File: config.mk
export PLATFORM = sky130hd
export DESIGN_NAME = camera_capture_dma_controller_core
export DESIGN_NICKNAME = d
export VERILOG_FILES = /design/src/rtl/ccdc_pkg.sv /design/src/rtl/camera_capture_dma_controller_core.sv /design/src/rtl/ccdc_front.sv /design/src/rtl/ccdc_queue.sv /design/src/rtl/ccdc_back.sv
export SDC_FILE = /design/constraint.sdc
export NUM_CORES = 1
export LEC_CHECK = 0
export ABC_CLOCK_PERIOD_IN_PS = 4200
export BUFFER_PORTS_ARGS = -buffer_cell sky130_fd_sc_hd__buf_2
export CORE_MARGIN = 1.5
export CORE_UTILIZATION = 55
export CTS_CLUSTER_SIZE = 16
export DETAILED_ROUTE_END_ITERATION = 8
export GPL_TIMING_DRIVEN = 0
export HOLD_SLACK_MARGIN = 0.12
export PLACE_DENSITY_LB_ADDON = 0.3
export SLEW_MARGIN = 5
export SYNTH_ARGS = -nofsm -noshare
export SYNTH_HDL_FRONTEND = slang
export SYNTH_SLANG_ARGS = --single-unit
File: constraint.sdc
create_clock -name clk -period 4.2 [get_ports clk]
set_clock_uncertainty 0.2 [all_clocks]
set_input_delay 0.84 -clock clk [delete_from_list [all_inputs] [get_ports clk]]
set_output_delay 0.84 -clock clk [all_outputs]
set_load 0.02 [all_outputs]
File: src/rtl/ccdc_pkg.sv
package ccdc_pkg;

  // Bytes per captured field; the DMA offset counter spans one field
  localparam int FIELD_BYTES = 128;
  localparam int OFFSET_W    = $clog2(FIELD_BYTES);
  localparam int ADDR_W      = 16;
  localparam int PAGE_W      = ADDR_W - OFFSET_W;

  // Depth of the queue between the front and back parts
  localparam int QUEUE_DEPTH = 4;
  localparam int QPTR_W      = $clog2(QUEUE_DEPTH);
  localparam int QCNT_W      = $clog2(QUEUE_DEPTH + 1);

  // Bus and camera commands
  typedef enum logic [2:0] {
    CMD_WRITE_A = 3'd0,
    CMD_WRITE_B = 3'd1,
    CMD_WRITE_C = 3'd2,
    CMD_READ_A  = 3'd3,
    CMD_CAM_BYTE = 3'd4,
    CMD_MS_TICK = 3'd5
  } cmd_t;

  // Result kinds
  typedef enum logic [1:0] {
    KIND_READ = 2'd0,
    KIND_CAM_CMD = 2'd1,
    KIND_DMA = 2'd2
  } kind_t;

  // One pending result: address parts are zero for non-DMA kinds
  typedef struct packed {
    kind_t               kind;
    logic [7:0]          value;
    logic [7:0]          base_page;
    logic [3:0]          field_index;
    logic [OFFSET_W-1:0] byte_offset;
  } desc_t;

endpackage

File: src/rtl/camera_capture_dma_controller_core.sv
// A result is written into the result queue when its input transfer is accepted;
// it is then moved from the queue head into the output register that drives the out_ channel once that is free.
// Throughput: one input transfer per cycle; the four-entry result queue stalls
// in_ready only when it is full behind a stalled output.
// Reset (rst_n low, synchronous): clears all flag, format, capture and counter state,
// empties the queue and drops the output valid.
module camera_capture_dma_controller_core (
  input  logic        clk,
  input  logic        rst_n,
  input  logic        in_valid,
  output logic        in_ready,
  input  logic [2:0]  in_cmd,
  input  logic [7:0]  in_data,
  input  logic        in_camera_present,
  output logic        out_valid,
  input  logic        out_ready,
  output logic [1:0]  out_kind,
  output logic [7:0]  out_value,
  output logic [15:0] out_dma_address
);
  import ccdc_pkg::*;

  logic  accept;
  logic  push;
  desc_t push_desc;
  logic  pop;
  logic  full;
  logic  head_valid;
  desc_t head_desc;

  assign in_ready = !full;
  assign accept   = in_valid && in_ready;

  ccdc_front u_front (
    .clk            (clk),
    .rst_n          (rst_n),
    .accept         (accept),
    .cmd            (in_cmd),
    .data           (in_data),
    .camera_present (in_camera_present),
    .push           (push),
    .push_desc      (push_desc)
  );

  ccdc_queue u_queue (
    .clk        (clk),
    .rst_n      (rst_n),
    .push       (push),
    .push_desc  (push_desc),
    .pop        (pop),
    .full       (full),
    .head_valid (head_valid),
    .head_desc  (head_desc)
  );

  ccdc_back u_back (
    .clk             (clk),
    .rst_n           (rst_n),
    .head_valid      (head_valid),
    .head_desc       (head_desc),
    .pop             (pop),
    .out_ready       (out_ready),
    .out_valid       (out_valid),
    .out_kind        (out_kind),
    .out_value       (out_value),
    .out_dma_address (out_dma_address)
  );

  // Never push into a full queue
  a_no_overflow: assert property (@(posedge clk) disable iff (!rst_n)
    push |-> !full)
    else $error("result pushed into full queue");

  // Never pop an empty queue
  a_no_underflow: assert property (@(posedge clk) disable iff (!rst_n)
    pop |-> head_valid)
    else $error("result popped from empty queue");

  // Only DMA results carry an address
  a_addr_zero: assert property (@(posedge clk) disable iff (!rst_n)
    (out_valid && out_kind != KIND_DMA) |-> (out_dma_address == 16'd0))
    else $error("non-DMA result with nonzero address");

endmodule

File: src/rtl/ccdc_front.sv
module ccdc_front (
  input  logic           clk,
  input  logic           rst_n,
  input  logic           accept,
  input  logic [2:0]     cmd,
  input  logic [7:0]     data,
  input  logic           camera_present,
  output logic           push,
  output ccdc_pkg::desc_t push_desc
);
  import ccdc_pkg::*;

  logic [6:0]          flag_bits_r, flag_bits_nxt;
  logic [7:0]          format_r, format_nxt;
  logic [7:0]          base_page_r, base_page_nxt;
  logic                busy_r, busy_nxt;
  logic                receiving_r, receiving_nxt;
  logic [3:0]          field_r, field_nxt;
  logic [OFFSET_W-1:0] offset_r, offset_nxt;
  logic [6:0]          elapsed_r, elapsed_nxt;

  logic [3:0] field_count;
  logic [5:0] frame_units;
  logic [6:0] frame_time;
  logic [3:0] field_inc;

  // Frame time: fields * (interval + 1) * 2, at most 120
  assign field_count = format_r[3:0];
  assign frame_units = 6'(field_count) * (6'(format_r[5:4]) + 6'd1);
  assign frame_time  = {frame_units, 1'b0};
  assign field_inc   = field_r + 4'd1;

  // Classify the transfer and update the capture state
  always_comb begin
    flag_bits_nxt = flag_bits_r;
    format_nxt    = format_r;
    base_page_nxt = base_page_r;
    busy_nxt      = busy_r;
    receiving_nxt = receiving_r;
    field_nxt     = field_r;
    offset_nxt    = offset_r;
    elapsed_nxt   = elapsed_r;
    push          = 1'b0;
    push_desc     = '{kind: KIND_READ, value: 8'd0, base_page: 8'd0,
                      field_index: 4'd0, byte_offset: '0};
    if (accept) begin
      case (cmd_t'(cmd))
        CMD_WRITE_A: begin
          flag_bits_nxt = data[6:0];
          if (data[7] && camera_present) begin
            if (!busy_r) begin
              busy_nxt        = 1'b1;
              receiving_nxt   = (field_count != 4'd0);
              field_nxt       = 4'd0;
              offset_nxt      = '0;
              elapsed_nxt     = 7'd0;
              push            = 1'b1;
              push_desc.kind  = KIND_CAM_CMD;
              push_desc.value = format_r | {1'b0, data[5], 6'd0};
            end
          end else begin
            busy_nxt      = 1'b0;
            receiving_nxt = 1'b0;
          end
        end
        CMD_WRITE_B: format_nxt = data;
        CMD_WRITE_C: base_page_nxt = data;
        CMD_READ_A: begin
          push            = 1'b1;
          push_desc.kind  = KIND_READ;
          push_desc.value = {busy_r, flag_bits_r};
        end
        CMD_CAM_BYTE: begin
          if (receiving_r) begin
            if (field_r >= field_count) begin
              receiving_nxt = 1'b0;
            end else begin
              push                  = 1'b1;
              push_desc.kind        = KIND_DMA;
              push_desc.value       = data;
              push_desc.base_page   = base_page_r;
              push_desc.field_index = field_r;
              push_desc.byte_offset = offset_r;
              if (&offset_r) begin
                offset_nxt = '0;
                field_nxt  = field_inc;
                if (field_inc == 4'd0 || field_inc >= field_count) begin
                  receiving_nxt = 1'b0;
                end
              end else begin
                offset_nxt = offset_r + 1'b1;
              end
            end
          end
        end
        CMD_MS_TICK: begin
          if (busy_r) begin
            elapsed_nxt = (elapsed_r == 7'd127) ? elapsed_r : elapsed_r + 7'd1;
            if (!receiving_r && elapsed_nxt >= frame_time) begin
              busy_nxt = 1'b0;
            end
          end
        end
        default: ;
      endcase
    end
  end

  always_ff @(posedge clk) begin
    if (!rst_n) begin
      flag_bits_r <= '0;
      format_r    <= '0;
      base_page_r <= '0;
      busy_r      <= 1'b0;
      receiving_r <= 1'b0;
      field_r     <= '0;
      offset_r    <= '0;
      elapsed_r   <= '0;
    end else begin
      flag_bits_r <= flag_bits_nxt;
      format_r    <= format_nxt;
      base_page_r <= base_page_nxt;
      busy_r      <= busy_nxt;
      receiving_r <= receiving_nxt;
      field_r     <= field_nxt;
      offset_r    <= offset_nxt;
      elapsed_r   <= elapsed_nxt;
    end
  end

endmodule

File: src/rtl/ccdc_queue.sv
module ccdc_queue (
  input  logic            clk,
  input  logic            rst_n,
  input  logic            push,
  input  ccdc_pkg::desc_t push_desc,
  input  logic            pop,
  output logic            full,
  output logic            head_valid,
  output ccdc_pkg::desc_t head_desc
);
  import ccdc_pkg::*;

  desc_t             mem [QUEUE_DEPTH];
  logic [QPTR_W-1:0] wr_ptr_r, wr_ptr_nxt;
  logic [QPTR_W-1:0] rd_ptr_r, rd_ptr_nxt;
  logic [QCNT_W-1:0] count_r, count_nxt;

  assign full       = (count_r == QCNT_W'(QUEUE_DEPTH));
  assign head_valid = (count_r != '0);
  assign head_desc  = mem[rd_ptr_r];

  // Advance pointers and occupancy
  always_comb begin
    wr_ptr_nxt = push ? wr_ptr_r + 1'b1 : wr_ptr_r;
    rd_ptr_nxt = pop  ? rd_ptr_r + 1'b1 : rd_ptr_r;
    count_nxt  = count_r + QCNT_W'(push) - QCNT_W'(pop);
  end

  always_ff @(posedge clk) begin
    if (!rst_n) begin
      wr_ptr_r <= '0;
      rd_ptr_r <= '0;
      count_r  <= '0;
    end else begin
      wr_ptr_r <= wr_ptr_nxt;
      rd_ptr_r <= rd_ptr_nxt;
      count_r  <= count_nxt;
    end
  end

  // Store pending results
  always_ff @(posedge clk) begin
    if (push) begin
      mem[wr_ptr_r] <= push_desc;
    end
  end

endmodule

File: src/rtl/ccdc_back.sv
module ccdc_back (
  input  logic            clk,
  input  logic            rst_n,
  input  logic            head_valid,
  input  ccdc_pkg::desc_t head_desc,
  output logic            pop,
  input  logic            out_ready,
  output logic            out_valid,
  output logic [1:0]      out_kind,
  output logic [7:0]      out_value,
  output logic [15:0]     out_dma_address
);
  import ccdc_pkg::*;

  logic                out_valid_r, out_valid_nxt;
  logic [1:0]          kind_r;
  logic [7:0]          value_r;
  logic [ADDR_W-1:0]   addr_r;
  logic [PAGE_W-1:0]   page_sum;

  // Page of the DMA address: base page plus field, modulo the address space
  assign page_sum = PAGE_W'(head_desc.base_page) + PAGE_W'(head_desc.field_index);

  assign pop = head_valid && (!out_valid_r || out_ready);

  always_comb begin
    out_valid_nxt = out_valid_r;
    if (pop) begin
      out_valid_nxt = 1'b1;
    end else if (out_ready) begin
      out_valid_nxt = 1'b0;
    end
  end

  always_ff @(posedge clk) begin
    if (!rst_n) begin
      out_valid_r <= 1'b0;
    end else begin
      out_valid_r <= out_valid_nxt;
    end
  end

  // Load the output register from the queue head
  always_ff @(posedge clk) begin
    if (pop) begin
      kind_r  <= head_desc.kind;
      value_r <= head_desc.value;
      addr_r  <= {page_sum, head_desc.byte_offset};
    end
  end

  assign out_valid       = out_valid_r;
  assign out_kind        = kind_r;
  assign out_value       = value_r;
  assign out_dma_address = addr_r;

endmodule
==> results.yml, run 1 <==
final_layout:
  syn2layout_area_growth_pct: 12.0
  final_common_cell: "edfxtp_1"
  fin_nets: 732
  antenna_cells: 0
  drive_above_1_share_pct: 19.1
  fill_cells: 1157
  mostFrequentLayoutCells: "edfxtp_1, nor2_1, dfxtp_1"
  postLayoutCellArea_um2: 9720
synth:
  yosys_register_bits: 195
  syn-cell-area_um2: 8680
  synth_edf_count: 142
  netlist_instances: 617
  synth_area_leaders: "edfxtp_1, dfxtp_1, mux4_2"
  synth_top_area_share_pct: 49.1
  ys.flop_type: "edfxtp_1"
  synth_async_sr_flop_share_pct: 0
  synth_cell_types: 70
  synth_nets: 672
  yosysSeqAreaShare_pct: 61.3
  synth_area_leader_cell: "edfxtp_1"
  syn_area_per_cell_um2: 14.1
  yosysWarningCount: 0
clock_network:
  cts.repair.resized: 0
  worstSkewPairLatency_ns: 0.43
  cts_sinks: 195
  cts_made_buffers: 17
  hold_buffers: 0
  postCtsSetupRepairBufs: 0
  clockRootBuffer: "clkbuf_16"
  cts_buffer_depth: 2
  clk_pin_slew_ns: 0.07
  htree_levels: 4
  cts_tree: "built"
critical_path:
  critPathMaxFanout: 7
  endpoint_kind: "flop"
  crit_required_ns: 4.37
  worstPathArrival_ns: 4.02
  worstSetupStartpoint: "u_front.format_r[4]"
  reg2reg_from: "u_front.format_r[4]"
  worst_setup_path_start_kind: "flop"
  worst-setup-path-type: "flop to flop"
detailed_routing:
  ant_nets: 0
  drt_iter0_drc: 451
  dr.pass1.iters: 5
  wl_per_cell_um: 19.4
  drc_errors: 0
  drt_wl_total_um: 17500
  viasPerCell: 5.88
  vias: 5300
grt:
  busiest_layer: "met2"
  grt_pass1_vias: 5267
  grt_util_met2_pct: 37.1
  grt_max_degree: 30
  grt_overflow_total: 0
  use_met1_pct: 29.5
  antenna_found_initial: 0
  globalRouteMet3Util_pct: 5.86
  grt_pass1_wl_um: 28100
  grtUsageTotal_pct: 22.9
die:
  num_rows: 45
  core_um2: 15300
  die_area_um2: 16500
  start_util_pct: 56.7
  ioPinCount: 44
  die_h_um: 129
  die_x_um: 129
sta:
  hold_ws_ns: 0.299
  finalSetupTns_ns: 0
  fmax_mhz: 260
  tightest_slew_ns: 1.18
  setup_ws_ns: 0.349
  slew_headroom_pct: 20.4
  slew_violations: 0
  finalHoldViolCount: 0
  fin_crit_sh_pct: 91.7
  rsz0062_at_grt: "no"
  setup_violations: 0
  period_needed_ns: 3.85
pwr:
  power-per-cell-area_nw_per_um2: 498
  switching_share_pct: 28.2
  netSwitchingPower_uw: 1360
  p_clk_share_pct: 30.0
  p_seq_share_pct: 48.1
  leakagePower_uw: 0.00353
  ir_worst_vdd_mv: 0.283
  power_frac_comb_pct: 21.9
  p_int_uw: 3480
min_path:
  hp-class: "flop to flop"
  worstHoldStart: "u_front.base_page_r[1]"
placement:
  pre_cts_ws_ns: 0.191
  placed_area_um2: 9190
  portBuffers: 40
  gp_congestion: 0.860
  dp_hpwl_um: 11800
outcome:
  status: "finished clean"
job:
  maxCapViolCount: 0
kinds of logic after synthesis:
logic type      share of synthesized area (%)
compound gates                           6.21
xor+xnor                                 1.92
fa+ha+maj                                6.05
buf+inv                                  2.98
flops                                    61.3
mux                                      10.7
simple gates                             10.8
worst max-delay path, cell delays in order, from the launching register on:
cell,delay [ns]
dfxtp_1,0.50
ha_1,0.27
nand2_1,0.09
fa_1,0.53
inv_1,0.04
ha_1,0.20
inv_1,0.07
fa_1,0.43
ha_1,0.31
a21o_1,0.18
a21oi_1,0.14
nor2b_1,0.06
a2111oi_0,0.55
o211a_1,0.21
final cells by class:
class | count | area [µm²] | share of cell area (%)
Sequential cell | 195 | 5330 | 54.8
Multi-Input combinational cell | 365 | 3110 | 32.0
Clock buffer | 21 | 450 | 4.63
Tap cell | 211 | 264 | 2.72
Timing Repair Buffer | 41 | 228 | 2.34
Buffer | 26 | 143 | 1.47
Inverter | 31 | 116 | 1.20
Clock inverter | 11 | 81.3 | 0.837
metrics by stage:
step                      power [µW]  instances  util, %
after floorplan                 3110        617        -
after global placement          3380        868     59.7
after detailed placement        3450        869     60.0
after CTS                       4890        901     63.5
after global routing            5050        901     63.5
final                           4840        901     63.5
power by group through the flow:
stage	Clock, µW	Combinational, µW	Sequential [µW]
global placement	0	1000	2380
CTS	1480	1080	2330
finish	1450	1060	2330
floorplan	0	567	2540
detailed placement	0	1070	2370
global route	1550	1160	2350
state kept, by name, indices dropped and copies added, names as in the netlist, named ones only:
name                    cells
u_back.out_dma_address     16
u_back.out_kind             2
u_back.out_valid            1
u_back.out_value            8
u_front.base_page_r         8
u_front.busy_r              1
u_front.elapsed_r           7
u_front.field_r             4
u_front.flag_bits_r         7
u_front.format_r            8
u_front.offset_r            7
u_front.receiving_r         1
u_queue.count_r             3
u_queue.mem               116
u_queue.rd_ptr_r            2
u_queue.wr_ptr_r            2
path summary, 6_finish.rpt:
| kind | end | slack, ns | cells past startpoint |
|---|---|---|---|
| setup / recovery | u_front.busy_r | 0.35 | 13 |
| hold reg to reg | u_front.base_page_r[1] | 0.30 | 2 |
| hold / removal | u_front.base_page_r[1] | 0.30 | 2 |
| setup reg to reg | u_front.busy_r | 0.35 | 13 |
synthesized netlist by cell type (all sizes together) (6+ instances only):
master	number
buf	15
clkbuf	11
nor3	7
a222oi	7
xor2	8
a21oi	18
and2	10
nand2	36
mux2i	26
ha	34
a22oi	6
o21ai	13
inv	31
mux4	29
nor2	56
dfxtp	53
xnor2	11
and3	25
nand3	11
edfxtp	142
per-layer routing:
layer	part of all wire, %	vias to the layer above
met4	2.5	0
met1	43	2656
met2	49	170
met5	0	-
li1	-	2445
met3	5.4	29
Power figures use the tool's default switching activity.
==> inputs of run 2 (changes only) <==
--- a/config.mk
+++ b/config.mk
@@ -9,6 +9,7 @@
 export BUFFER_PORTS_ARGS = -buffer_cell sky130_fd_sc_hd__buf_2
 export CORE_MARGIN = 1.5
 export CORE_UTILIZATION = 55
+export CTS_BUF_LIST = sky130_fd_sc_hd__clkbuf_8
 export CTS_CLUSTER_SIZE = 16
 export DETAILED_ROUTE_END_ITERATION = 8
 export GPL_TIMING_DRIVEN = 0
==> run 2 against run 1 <==
Routed wire length down 2.6%. Combinational power about the same. Design area down 2.0%. Critical endpoint unchanged. Highest routed layer unchanged.
==> results.yml, run 2 (synthesized netlist as in run 1, its figures left out) <==
detailed_routing:
  drt_iter0_drc: 412
  ant_nets: 0
  wl_per_cell_um: 18.9
  viasPerCell: 5.82
  dr.pass1.iters: 5
  drc_errors: 0
  drt_wl_total_um: 17100
  vias: 5240
sta:
  fin_crit_sh_pct: 92.2
  finalSetupTns_ns: 0
  slew_headroom_pct: 17.0
  tightest_slew_ns: 1.23
  setup_violations: 0
  fmax_mhz: 258
  finalHoldViolCount: 0
  hold_ws_ns: 0.304
  rsz0062_at_grt: "no"
  period_needed_ns: 3.87
  slew_violations: 0
critical_path:
  worst-r2r-cell-count: 13
  worst_setup_path_start_kind: "flop"
  worstPathArrival_ns: 4.08
  critPathMaxFanout: 7
  crit_required_ns: 4.41
  worst-setup-path-type: "flop to flop"
  endpoint_kind: "flop"
pwr:
  leakagePower_uw: 0.00346
  power-per-cell-area_nw_per_um2: 465
  ir_worst_vdd_mv: 0.223
  finalPower_uw: 4430
placement:
  dp_cells: 869
  portBuffers: 40
  dp_hpwl_um: 11800
  gp_congestion: 0.860
grt:
  grt_pass1_vias: 5267
  grt_pass1_wl_um: 27700
  grtUsageTotal_pct: 22.4
  antenna_found_initial: 0
  grt_max_degree: 30
  grt_overflow_total: 0
final_layout:
  mostFrequentLayoutCells: "edfxtp_1, nor2_1, dfxtp_1"
  final_common_cell: "edfxtp_1"
  syn2layout_area_growth_pct: 9.77
  fill_cells: 1188
  fin_nets: 732
  antenna_cells: 0
  drive_above_1_share_pct: 19.1
  top_register: "u_queue.mem"
  layoutNonFillerInstCount: 901
  largest_reg_flops: 116
clock_network:
  htree_levels: 4
  clockRootBuffer: "clkbuf_8"
  cts_made_buffers: 17
  cts_sinks: 195
  postCtsSetupRepairBufs: 0
  cts_tree: "built"
  worstSkewPairLatency_ns: 0.47
  clk_pin_slew_ns: 0.09
  hold_buffers: 0
  cts_buffer_depth: 2
  cts.repair.resized: 0
die:
  num_rows: 45
  die_h_um: 129
  die_x_um: 129
  ioPinCount: 44
  start_util_pct: 56.7
  die_area_um2: 16500
  core_um2: 15300
outcome:
  status: "finished clean"
min_path:
  min_path_cells: 2
  hp-class: "flop to flop"
job:
  maxCapViolCount: 0
-- run 2: worst paths after layout --
check / end / slack (ns) / start
max reg2reg: u_front.busy_r / 0.33 / u_front.format_r[4]
min reg2reg: u_front.base_page_r[5] / 0.30 / u_front.base_page_r[5]
max: u_front.busy_r / 0.33 / u_front.format_r[4]
min: u_front.base_page_r[5] / 0.30 / u_front.base_page_r[5]
-- run 2: area by class of cell --
class | count | area [µm²] | area share, %
Clock inverter | 14 | 92.6 | 0.972
Timing Repair Buffer | 41 | 228 | 2.39
Sequential cell | 195 | 5330 | 55.9
Multi-Input combinational cell | 365 | 3110 | 32.7
Clock buffer | 18 | 248 | 2.60
Tap cell | 211 | 264 | 2.77
Inverter | 31 | 116 | 1.22
Buffer | 26 | 143 | 1.50
-- run 2: critical path, cell delays in order, from the launching register on --
cell,delay [ns]
dfxtp_1,0.51
ha_1,0.27
nand2_1,0.09
fa_1,0.53
inv_1,0.04
ha_1,0.20
inv_1,0.07
fa_1,0.44
ha_1,0.31
a21o_1,0.18
a21oi_1,0.14
nor2b_1,0.06
a2111oi_0,0.55
o211a_1,0.21
-- run 2: per-stage QoR --
step                      instance area, µm²  util [%]  setup WS, ns
after floorplan                         8680         -         0.369
after global placement                  9150      59.7        -0.993
after detailed placement                9190      60.0         0.191
after CTS                               9530      62.2         0.323
after global routing                    9530      62.2         0.160
final                                   9530      62.2         0.326
-- run 2: report_power, final --
part / leakage (µW) / switching [µW] / internal [µW]
Combinational: 0.00153 / 626 / 430
Clock: 0.000167 / 629 / 419
Sequential: 0.00176 / 55.6 / 2270
-- run 2: routing by layer --
| metal | track usage (%) | routed length (µm) | vias to the layer above |
|---|---|---|---|
| li1 | - | - | 2437 |
| met4 | 9.78 | 325 | 0 |
| met5 | 0 | 0 | - |
| met1 | 28.8 | 7320 | 2622 |
| met3 | 5.57 | 1050 | 20 |
| met2 | 36.7 | 8370 | 161 |
==> inputs of run 3 (changes only) <==
--- a/config.mk
+++ b/config.mk
@@ -5,6 +5,7 @@
 export SDC_FILE = /design/constraint.sdc
 export NUM_CORES = 1
 export LEC_CHECK = 0
+export ABC_AREA = 0
 export ABC_CLOCK_PERIOD_IN_PS = 4200
 export BUFFER_PORTS_ARGS = -buffer_cell sky130_fd_sc_hd__buf_2
 export CORE_MARGIN = 1.5
@@ -18,4 +19,5 @@
 export SLEW_MARGIN = 5
 export SYNTH_ARGS = -nofsm -noshare
 export SYNTH_HDL_FRONTEND = slang
+export SYNTH_HIERARCHICAL = 1
 export SYNTH_SLANG_ARGS = --single-unit
==> run 3 against run 2 <==
Power increased by 4.7%. Cell count up 0.33%. Sequential share of layout area decreased by 0.67 points. Clock-buffer cell count did not move. Synthesized cell count up 0.16%. Combinational power grew 6%. Critical endpoint is now u_queue/mem[1][17]. Largest cell class unchanged. Largest power group unchanged.
==> results.yml, run 3 <==
synth:
  synth_area_leader_cell: "edfxtp_1"
  synth_async_sr_flop_share_pct: 0
  yosysWarningCount: 6
  synth_top_area_share_pct: 48.9
  synth_edf_count: 142
  synth_xor_area_share_pct: 1.68
  synth_nets: 673
  synth_cell_types: 71
  muxShareOfSynthArea_pct: 10.6
  yosysSeqAreaShare_pct: 61.0
  yosys_register_bits: 195
  synth_area_leaders: "edfxtp_1, dfxtp_1, mux4_2"
  syn_area_per_cell_um2: 14.1
  netlist_instances: 618
  syn-cell-area_um2: 8730
  synthSimpleGateAreaFrac_pct: 10.5
  ys_top_cells_by_count: "edfxtp_1, dfxtp_1, nor2_1, ha_1, and2_1"
  synthMostInstantiatedCell: "edfxtp_1"
  synthAdderAreaFrac_pct: 6.02
  ys.flop_type: "edfxtp_1"
  synth_compound_area_share_pct: 7.38
  synth_top_family_by_area: "multiplexers"
pwr:
  ir_worst_vdd_mv: 0.220
  leakagePower_uw: 0.00346
  power-per-cell-area_nw_per_um2: 481
critical_path:
  crit_family: "simple AND/OR/NAND/NOR gates"
  worst-r2r-cell-count: 9
  worstSetupStartpoint: "u_front/field_r[0]"
  r2r_end: "u_queue/mem[1][17]"
  critPathMaxFanout: 29
  crit_required_ns: 4.09
  crit_end: "u_queue/mem[1][17]"
  critical_path.slowest_cell: "and2_2"
  worstPathArrival_ns: 3.99
  reg2reg_from: "u_front/field_r[0]"
  reg2reg_slack_ns: 0.11
  path_buf_inv: 2
  path_cells: "inv_1 > ha_1 > nand2b_1 > a2111oi_4 > o211a_1 > buf_2 > nor3_1 > nor2_1 > and2_2"
  endpoint_kind: "flop"
  worst_setup_path_start_kind: "flop"
  cp_num_cells: 9
  worst-setup-path-type: "flop to flop"
  slowest_delay_ns: 0.84
placement:
  dp_cells: 872
  dp_hpwl_um: 10900
  pre_cts_ws_ns: -0.132
  gp_congestion: 0.836
  placed_area_um2: 9240
  portBuffers: 42
die:
  ioPinCount: 44
  die_h_um: 129
  core_um2: 15400
  start_util_pct: 56.8
  die_x_um: 129
  die_area_um2: 16600
  num_rows: 45
job:
  maxCapViolCount: 0
grt:
  antenna_found_initial: 0
  grt_max_degree: 30
  grt_overflow_total: 0
  grtUsageTotal_pct: 20.6
  grt_pass1_wl_um: 25600
  grt_pass1_vias: 5029
clock_network:
  worstSkewPairLatency_ns: 0.46
  cts_made_buffers: 17
  clockRootBuffer: "clkbuf_8"
  clk_pin_slew_ns: 0.10
  cts_sinks: 195
  cts_tree: "built"
  cts_buffer_depth: 2
  htree_levels: 4
final_layout:
  multi_input_area_um2: 3170
  top_register: "u_queue/mem"
  drive_above_1_share_pct: 19.3
  syn2layout_area_growth_pct: 10.5
  postLayoutCellArea_um2: 9650
  fin_nets: 735
  layoutNonFillerInstCount: 904
  mostFrequentLayoutCells: "edfxtp_1, nor2_1, dfxtp_1"
  regArea_um2: 5330
  antenna_cells: 0
  fill_cells: 1166
  final_common_cell: "edfxtp_1"
  largest_reg_flops: 116
detailed_routing:
  drt_wl_total_um: 15900
  vias: 5192
  ant_nets: 0
  viasPerCell: 5.74
  top_layer_used: "met4"
  dr_wl_met3_um: 842
  drc_errors: 0
  wl_met2_um: 7700
  drt-met1-wl_um: 6970
  wl_per_cell_um: 17.6
  drt_iter0_drc: 365
  dr.pass1.iters: 5
sta:
  rsz0062_at_grt: "yes"
  fmax_mhz: 244
  period_needed_ns: 4.09
  slew_headroom_pct: 28.2
  setup_violations: 0
  fin_crit_sh_pct: 97.4
  tightest_slew_ns: 1.07
  slew_violations: 0
  hold_ws_ns: 0.301
  finalHoldViolCount: 0
  finalSetupTns_ns: 0
  setup_ws_ns: 0.108
outcome:
  status: "finished clean"
min_path:
  hp-class: "flop to flop"
[run 3: logic make-up after synthesis]
| kind of cell | after synthesis |
|---|---|
| simple gates | 176 |
| flops | 195 |
| mux | 56 |
| compound gates | 85 |
| fa+ha+maj | 39 |
| xor+xnor | 15 |
| buf+inv | 52 |
[run 3: area by class of cell]
type,instances,share of cell area [%]
buffer,25,1.45
inverter,27,1.05
timing repair buffer,43,2.46
clock buffer,18,2.57
tap,211,2.74
clock inverter,14,1.61
sequential,195,55.2
multi-input combinational,371,32.9
[run 3: worst reg2reg max path, cell delays in order, from the launching register on]
cell	delay (ns)
dfxtp_1	0.50
inv_1	0.14
ha_1	0.32
nand2b_1	0.19
a2111oi_4	0.52
o211a_1	0.23
buf_2	0.22
nor3_1	0.07
nor2_1	0.48
and2_2	0.85
[run 3: how the worst min path moves through the flow]
stage	from	to	slack (ns)	cells past startpoint
floorplan	u_front/base_page_r[0]	u_front/base_page_r[0]	0.25	2
global placement	u_front/format_r[6]	u_front/format_r[6]	0.27	2
detailed placement	u_front/base_page_r[3]	u_front/base_page_r[3]	0.28	2
CTS	u_front/flag_bits_r[1]	u_front/flag_bits_r[1]	0.31	2
global route	u_front/flag_bits_r[4]	u_front/flag_bits_r[4]	0.33	2
finish	u_front/base_page_r[3]	u_front/base_page_r[3]	0.30	2
[run 3: where the power goes]
| part | leakage (µW) | internal, µW | switching, µW |
|---|---|---|---|
| logic | 0.00149 | 476 | 639 |
| clock network | 0.000181 | 549 | 646 |
| registers | 0.00179 | 2280 | 51.0 |
[run 3: layer usage]
metal,vias up,global-route usage (%)
met5,-,0
met4,0,9.12
met1,2545,26.3
met3,23,3.70
li1,2465,-
met2,159,34.7
[run 3: what timing repair did]
action,CTS,global route
endpoints found under the setup margin,0,116
setup buffers,0,0
gates resized for setup,0,1
hold buffers,0,0
[run 3: stage by stage]
step                total power (µW)  utilization, %
floorplan                       3170               -
global placement                3430            59.9
detailed placement              3510            60.1
CTS                             4690            62.7
global route                    4850            62.8
finish                          4640            62.8
